===== src/rtl/vlr3d_pkg.sv =====
`default_nettype none
package vlr3d_pkg;

  localparam int COORD_W   = 6;
  localparam int TYPE_W    = 8;
  localparam int ADDR_W    = 15;
  localparam int GRID_W    = 6;
  localparam int CFG_IDX_W = 1;
  localparam int CNT_W     = 6;
  localparam int DIFF_W    = COORD_W + 1;
  localparam int D2_W      = COORD_W + 1;
  localparam int ERR_W     = D2_W + 2;
  localparam int MAX_DIM_DEF = 32;
  localparam logic [GRID_W-1:0] GRID_RST = GRID_W'(32);

  localparam logic [CFG_IDX_W-1:0] CFG_GRID_WIDTH  = CFG_IDX_W'(0);
  localparam logic [CFG_IDX_W-1:0] CFG_GRID_HEIGHT = CFG_IDX_W'(1);

  typedef enum logic [2:0] {
    ST_IDLE = 3'b001,
    ST_MUL1 = 3'b010,
    ST_MUL2 = 3'b100
  } state_t;

endpackage
`default_nettype wire


===== src/rtl/voxel_line_rasterizer_3d.sv =====
`default_nettype none
// channel   direction  ports                                      handshake
// in_       in         start_x/y/z, end_x/y/z, fill_type          in_valid / in_ready
// out_      out        cell_x/y/z, cell_address, cell_type,       out_valid / out_ready
//                      outside, last
// cfg_      in         cfg_we, cfg_index, cfg_wdata               write on cfg_we, no wait
//
// for a line of n dominant-axis steps, each voxel makes two passes through the
// one shared multiplier
// reset (rst_n low, synchronous) idles the walker, empties the output register
// and sets both grid extents to 32
// out_ready low holds the walker in its address pass; the input side takes a new
// line as soon as the walker is idle, even while the last voxel still waits
module voxel_line_rasterizer_3d #(
  parameter int MAX_DIM = vlr3d_pkg::MAX_DIM_DEF
) (
  input  wire                                  clk,
  input  wire                                  rst_n,
  // line requests
  input  wire                                  in_valid,
  output logic                                 in_ready,
  input  wire  signed [vlr3d_pkg::COORD_W-1:0] in_start_x,
  input  wire  signed [vlr3d_pkg::COORD_W-1:0] in_start_y,
  input  wire  signed [vlr3d_pkg::COORD_W-1:0] in_start_z,
  input  wire  signed [vlr3d_pkg::COORD_W-1:0] in_end_x,
  input  wire  signed [vlr3d_pkg::COORD_W-1:0] in_end_y,
  input  wire  signed [vlr3d_pkg::COORD_W-1:0] in_end_z,
  input  wire         [vlr3d_pkg::TYPE_W-1:0]  in_fill_type,
  // voxel results
  output logic                                 out_valid,
  input  wire                                  out_ready,
  output logic signed [vlr3d_pkg::COORD_W-1:0] out_cell_x,
  output logic signed [vlr3d_pkg::COORD_W-1:0] out_cell_y,
  output logic signed [vlr3d_pkg::COORD_W-1:0] out_cell_z,
  output logic        [vlr3d_pkg::ADDR_W-1:0]  out_cell_address,
  output logic        [vlr3d_pkg::TYPE_W-1:0]  out_cell_type,
  output logic                                 out_outside,
  output logic                                 out_last,
  // configuration writes
  input  wire                                  cfg_we,
  input  wire         [vlr3d_pkg::CFG_IDX_W-1:0] cfg_index,
  input  wire         [vlr3d_pkg::GRID_W-1:0]  cfg_wdata
);
  import vlr3d_pkg::*;

  // extent after saturation to MAX_DIM
  localparam int EXT_W  = $clog2(MAX_DIM + 1);
  localparam int MULT_W = ADDR_W + EXT_W;

  // configuration
  logic [GRID_W-1:0] grid_width_r, grid_height_r;
  logic [EXT_W-1:0]  w_ext, h_ext;

  // walker state
  state_t               state_r, state_nxt;
  logic [COORD_W-1:0]   p_r   [3];
  logic [COORD_W-1:0]   p_nxt [3];
  logic [ERR_W-1:0]     err_r   [3];
  logic [ERR_W-1:0]     err_nxt [3];
  logic [D2_W-1:0]      d2_r  [3];
  logic [2:0]           neg_r;
  logic [2:0]           dom_r;
  logic [CNT_W-1:0]     cnt_r, cnt_nxt;
  logic [TYPE_W-1:0]    type_r;
  logic [ADDR_W-1:0]    prod_r;

  // output register
  logic                 out_valid_r, out_valid_nxt;
  logic [COORD_W-1:0]   ox_r, oy_r, oz_r;
  logic [ADDR_W-1:0]    oaddr_r;
  logic [TYPE_W-1:0]    otype_r;
  logic                 oout_r, olast_r;

  // line setup from the request
  logic [COORD_W-1:0]   st [3];
  logic [COORD_W-1:0]   en [3];
  logic [DIFF_W-1:0]    dif [3];
  logic [COORD_W-1:0]   ad  [3];
  logic [2:0]           dom_in;
  logic [CNT_W-1:0]     n_in;

  // shared multiplier
  logic [ADDR_W-1:0]    mul_a;
  logic [EXT_W-1:0]     mul_b;
  logic [MULT_W-1:0]    mul_p;

  // per-voxel evaluation
  logic                 cur_outside, cur_last, emit_go;
  logic [ADDR_W-1:0]    cur_addr;
  logic [D2_W-1:0]      d2_dom;

  always_ff @(posedge clk) begin
    if (!rst_n) begin
      grid_width_r  <= GRID_RST;
      grid_height_r <= GRID_RST;
    end else if (cfg_we) begin
      unique case (cfg_index)
        CFG_GRID_WIDTH:  grid_width_r  <= cfg_wdata;
        CFG_GRID_HEIGHT: grid_height_r <= cfg_wdata;
        default: ;
      endcase
    end
  end

  always_comb begin
    w_ext = (int'(grid_width_r) > MAX_DIM) ? EXT_W'(MAX_DIM) : EXT_W'(grid_width_r);
    h_ext = (int'(grid_height_r) > MAX_DIM) ? EXT_W'(MAX_DIM) : EXT_W'(grid_height_r);
  end

  // deltas, absolute extents and dominant axis (ties go to x, then y)
  always_comb begin
    st[0] = in_start_x;  st[1] = in_start_y;  st[2] = in_start_z;
    en[0] = in_end_x;    en[1] = in_end_y;    en[2] = in_end_z;
    for (int i = 0; i < 3; i++) begin
      dif[i] = {en[i][COORD_W-1], en[i]} - {st[i][COORD_W-1], st[i]};
      ad[i]  = dif[i][DIFF_W-1] ? COORD_W'(-dif[i]) : dif[i][COORD_W-1:0];
    end
    if (ad[0] >= ad[1] && ad[0] >= ad[2]) begin
      dom_in = 3'b001;
      n_in   = ad[0];
    end else if (ad[1] >= ad[2]) begin
      dom_in = 3'b010;
      n_in   = ad[1];
    end else begin
      dom_in = 3'b100;
      n_in   = ad[2];
    end
  end

  // first pass z*height, second pass width*(y + z*height)
  always_comb begin
    if (state_r == ST_MUL1) begin
      mul_a = ADDR_W'(p_r[2][COORD_W-2:0]);
      mul_b = h_ext;
    end else begin
      mul_a = ADDR_W'(p_r[1][COORD_W-2:0]) + prod_r;
      mul_b = w_ext;
    end
    mul_p = MULT_W'(mul_a) * MULT_W'(mul_b);
  end

  always_comb begin
    cur_outside = 1'b0;
    if (p_r[0][COORD_W-1] || 8'(p_r[0][COORD_W-2:0]) >= 8'(w_ext)) cur_outside = 1'b1;
    if (p_r[1][COORD_W-1] || 8'(p_r[1][COORD_W-2:0]) >= 8'(h_ext)) cur_outside = 1'b1;
    if (p_r[2][COORD_W-1] || 8'(p_r[2][COORD_W-2:0]) >= 8'(w_ext)) cur_outside = 1'b1;
    cur_addr = cur_outside ? '0 :
               ADDR_W'(p_r[0][COORD_W-2:0]) + mul_p[ADDR_W-1:0];
    cur_last = cur_outside || (cnt_r == '0);
    d2_dom   = (dom_r[0] ? d2_r[0] : '0) | (dom_r[1] ? d2_r[1] : '0) |
               (dom_r[2] ? d2_r[2] : '0);
  end

  // voxel is loaded into the output register once that register is free
  assign emit_go = (state_r == ST_MUL2) && (!out_valid_r || out_ready);

  always_comb begin
    state_nxt     = state_r;
    cnt_nxt       = cnt_r;
    out_valid_nxt = out_valid_r && !out_ready;
    for (int i = 0; i < 3; i++) begin
      p_nxt[i]   = p_r[i];
      err_nxt[i] = err_r[i];
    end
    unique case (state_r)
      ST_IDLE: begin
        if (in_valid) state_nxt = ST_MUL1;
      end
      ST_MUL1: begin
        state_nxt = ST_MUL2;
      end
      ST_MUL2: begin
        if (emit_go) begin
          out_valid_nxt = 1'b1;
          if (cur_last) begin
            state_nxt = ST_IDLE;
          end else begin
            state_nxt = ST_MUL1;
            cnt_nxt   = cnt_r - CNT_W'(1);
            // bresenham step: dominant axis always moves, the others when
            // their error term is positive
            for (int i = 0; i < 3; i++) begin
              if (dom_r[i]) begin
                p_nxt[i] = neg_r[i] ? p_r[i] - COORD_W'(1) : p_r[i] + COORD_W'(1);
              end else if (!err_r[i][ERR_W-1] && err_r[i] != '0) begin
                p_nxt[i]   = neg_r[i] ? p_r[i] - COORD_W'(1) : p_r[i] + COORD_W'(1);
                err_nxt[i] = err_r[i] - ERR_W'(d2_dom) + ERR_W'(d2_r[i]);
              end else begin
                err_nxt[i] = err_r[i] + ERR_W'(d2_r[i]);
              end
            end
          end
        end
      end
      default: state_nxt = ST_IDLE;
    endcase
  end

  always_ff @(posedge clk) begin
    if (!rst_n) begin
      state_r     <= ST_IDLE;
      out_valid_r <= 1'b0;
    end else begin
      state_r     <= state_nxt;
      out_valid_r <= out_valid_nxt;
    end
  end

  always_ff @(posedge clk) begin
    if (state_r == ST_IDLE && in_valid) begin
      // line setup
      for (int i = 0; i < 3; i++) begin
        p_r[i]   <= st[i];
        d2_r[i]  <= {ad[i], 1'b0};
        err_r[i] <= ERR_W'({ad[i], 1'b0}) - ERR_W'(n_in);
        neg_r[i] <= dif[i][DIFF_W-1];
      end
      dom_r  <= dom_in;
      cnt_r  <= n_in;
      type_r <= in_fill_type;
    end else begin
      for (int i = 0; i < 3; i++) begin
        p_r[i]   <= p_nxt[i];
        err_r[i] <= err_nxt[i];
      end
      cnt_r <= cnt_nxt;
    end
    if (state_r == ST_MUL1) prod_r <= mul_p[ADDR_W-1:0];
    if (emit_go) begin
      ox_r    <= p_r[0];
      oy_r    <= p_r[1];
      oz_r    <= p_r[2];
      oaddr_r <= cur_addr;
      otype_r <= type_r;
      oout_r  <= cur_outside;
      olast_r <= cur_last;
    end
  end

  assign in_ready         = (state_r == ST_IDLE);
  assign out_valid        = out_valid_r;
  assign out_cell_x       = ox_r;
  assign out_cell_y       = oy_r;
  assign out_cell_z       = oz_r;
  assign out_cell_address = oaddr_r;
  assign out_cell_type    = otype_r;
  assign out_outside      = oout_r;
  assign out_last         = olast_r;

endmodule
`default_nettype wire

===== config.mk =====
export PLATFORM = sky130hd
export DESIGN_NAME = voxel_line_rasterizer_3d
export DESIGN_NICKNAME = d
export VERILOG_FILES = /design/src/rtl/vlr3d_pkg.sv /design/src/rtl/voxel_line_rasterizer_3d.sv
export SDC_FILE = /design/constraint.sdc
export NUM_CORES = 1
export LEC_CHECK = 0
export BUFFER_PORTS_ARGS = -buffer_cell sky130_fd_sc_hd__buf_4
export CORE_UTILIZATION = 58
export DETAILED_ROUTE_END_ITERATION = 8
export PLACE_DENSITY = 0.84
export SETUP_SLACK_MARGIN = 0.02
export SLEW_MARGIN = 5
export SYNTH_ARGS = -nofsm -noshare
export SYNTH_HDL_FRONTEND = slang
export SYNTH_SLANG_ARGS = --single-unit

===== constraint.sdc =====
create_clock -name clk -period 8.5 [get_ports clk]
set_input_delay 0 -clock clk [delete_from_list [all_inputs] [get_ports clk]]
set_output_delay 0 -clock clk [all_outputs]
set_load 0.01 [all_outputs]

==> metrics.cfg <==
[clocking]
cts.htree.levels = 4
tritoncts = done
cts.clk_slew.worst_paths_ns = 0.07
cts_buffer_depth = 2
cts_made_buffers = 17
cts_setup_buffers = 0
clk_root_buffer_cell = clkbuf_16
cts_sinks = 157
clk_latency_ns = 0.44

[power_and_ir_drop]
cellLeakagePower_uw = 0.00682
ir_drop_mv = 0.194
power_density_nw_per_um2 = 317

[routing]
route.detailed.drc = 0
drt_wl_total_mm = 33.9
viasPerCell = 5.99
detail_route.first_pass.iterations = 6
wl_per_cell_um = 19.2
ant_nets = 0
dr_total_vias = 10600
drt-initial-drc-count = 875

[die]
die_w_um = 154
core-area_sq_um = 22600
fp.dieH_um = 154
initial_utilization_pct = 59.3
dieArea_sq_um = 23800
fp-row-count = 55
ios = 101

[synth]
syn-cell-area_sq_um = 13400
ys_seq_elements = 157
syn_area_per_cell_sq_um = 10.1
yosysWarnings = 0
synth_cell_type_count = 60
synthesis.nets = 1612
synth_cells = 1334
ys.flop_type = edfxtp_1
ys_seq_area_share_pct = 33.9
async_flop_share_pct = 0
synth_edf_count = 141

[critical_path]
worstSetupEndpointType = flop
worstPathCellList = nand2b_1 > or2_2 > inv_2 > nor2_1 > a31oi_1 > nor2_1 > fa_1 > fa_1 > inv_1 > fa_1 > inv_1 > ha_1 > a21oi_1 > nor2b_1 > or4_1 > a31o_2 > a21oi_1 > xor2_1 > inv_1 > a31oi_1 > nor3_2
critPathLaunchType = flop
critical-path-slowest-cell = a31oi_1
critical_path_arrival_ns = 6.81
worst_path_largest_cell_delay_ns = 0.68
worstPathMaxFanout = 35
path_class = reg2reg
crit_required_ns = 8.70

[sta]
tightest_slew_ns = 1.17
finalHoldViolations = 0
fin_skew_ns = 0.0110
drv_slew = 0
tns_ns = 0
fin_crit_ns = 6.62
rsz0062_at_grt = no
fmax_mhz = 151
post-route-period-util_pct = 77.8
setup_viol = 0
slew_headroom_pct = 22.1
setup_ws_ns = 1.88

[grt]
grtUsageTotal_pct = 30.1
globalRouteOverflowTotal = 0
antenna_found_initial = 0
grt_pass1_wl_mm = 55.4
grt_pass1_vias = 11100
grt_max_degree = 56

[hold_path]
hold_class = in2reg

[placed_design]
place_ws_ns = 2.01
gp_congestion = 0.933
hpwlAfterDp_mm = 25.7
numPortBuffers = 100

[layout]
area_growth_pct = 14.9
ff_latch_area_sq_um = 4550
final_net_count = 1747
drive_above_1_share_pct = 11.2
n_antenna_cell = 0
multi_input_area_sq_um = 8190
fillers = 1616

[outcome]
status = complete, no violations

[job]
cap_violations = 0

==> cells in the mapped netlist (13+ instances only) <==
cell,count,area (sq um)
a211oi_1,24,180
a21oi_1,105,526
xor2_1,36,315
or2_2,15,93.8
inv_1,151,567
nand2b_1,29,181
dfxtp_1,16,320
nor3_1,17,85.1
a21o_1,37,278
clkbuf_1,24,90.1
a31oi_1,13,81.3
nand2_1,42,158
o21bai_1,15,113
ha_1,146,1830
o21ai_0,55,275
xnor2_1,73,639
fa_1,76,1520
nor2b_1,34,213
edfxtp_1,141,4230
nand3_1,18,90.1
mux2i_1,22,220
nor2_1,135,507
==> flip-flops by register name (all words and copies together) (netlist names) <==
register / flops
out_cell_type: 8
grid_width_r: 6
type_r: 8
out_valid: 1
grid_height_r: 6
out_cell_y: 6
out_last: 1
out_cell_x: 6
prod_r: 15
out_cell_z: 6
out_outside: 1
state_r: 3
out_cell_address: 15
d2_r: 18
neg_r: 3
cnt_r: 6
p_r: 18
err_r: 27
dom_r: 3
==> critical path: cells and delay by family, from the launching register on <==
family / cells / cell delay, ns
DFF: 1 / 0.42
adders and majority gates: 4 / 1.94
xor gates and xnor gates: 1 / 0.24
and+or+nand+nor: 7 / 1.48
AOI/OAI and AO/OA: 5 / 1.51
buffers and inverters: 4 / 0.77
==> path summary, 6_finish.rpt <==
| path | cells after the start | from | to | slack [ns] |
|---|---|---|---|---|
| min reg2reg | 0 | type_r[1] | out_cell_type[1] | 0.42 |
| min | 4 | in_valid | state_r[0] | 0.002 |
| max reg2reg | 21 | state_r[1] | out_cell_address[14] | 1.88 |
| max | 21 | state_r[1] | out_cell_address[14] | 1.88 |
==> per-layer routing <==
layer	vias up	wire length (um)	GRT usage (%)
met4	0	1010	12.0
met2	497	15700	49.5
li1	4954	-	-
met5	-	0	0
met1	5046	14000	38.8
met3	87	3150	6.65
==> report_power, final <==
group	switching (uW)	internal [uW]	leakage (uW)	total, uW
registers	154	1050	0.00144	1210
logic	1630	1290	0.00509	2920
clock network	358	403	0.000283	760
==> per-stage QoR <==
step | hold WS [ns] | utilization, % | area (sq um) | instances | total power (uW)
after global placement | 0.188 | 63.9 | 14500 | 1697 | 3900
after global routing | 0.0174 | 68.1 | 15400 | 1767 | 5270
after CTS | 0.00401 | 68.1 | 15400 | 1767 | 4850
final | 0.00234 | 68.1 | 15400 | 1767 | 4880
after detailed placement | 0.184 | 63.9 | 14500 | 1697 | 4040
after floorplan | 0.0989 | - | 13400 | 1334 | 3380
==> layout by cell type (no fill, tap or decap), types with 37 or more instances in the layout <==
| cell | count |
|---|---|
| edfxtp_1 | 141 |
| a21oi_1 | 105 |
| xnor2_1 | 73 |
| a21o_1 | 37 |
| o21ai_0 | 54 |
| nand2_1 | 42 |
| fa_1 | 76 |
| buf_4 | 106 |
| nor2_1 | 135 |
| ha_1 | 146 |
| inv_1 | 151 |
| dlygate4sd3_1 | 38 |
==> what timing repair did <==
item	4_1_cts	5_1_grt
gates resized for setup	0	0
hold buffers	38	0
endpoints found under the hold margin	41	0
==> area by class of cell <==
cell class,instances,area share [%]
Multi-Input combinational cell,996,53.1
Timing Repair Buffer,144,7.62
Clock buffer,18,2.92
Sequential cell,157,29.5
Inverter,153,3.72
Clock inverter,14,0.795
Tap cell,285,2.31
==> kinds of logic (layout without fill, tap and decap cells) <==
kind of cell | Yosys count | count (layout) | share of synthesized area, %
mux | 25 | 25 | 1.89
simple gates | 330 | 330 | 12.0
flops | 157 | 157 | 33.9
compound gates | 305 | 305 | 14.2
xor+xnor | 114 | 114 | 7.96
buf+inv | 181 | 329 | 5.08
fa+ha+maj | 222 | 222 | 24.9
(Power assumes the default switching activity.)
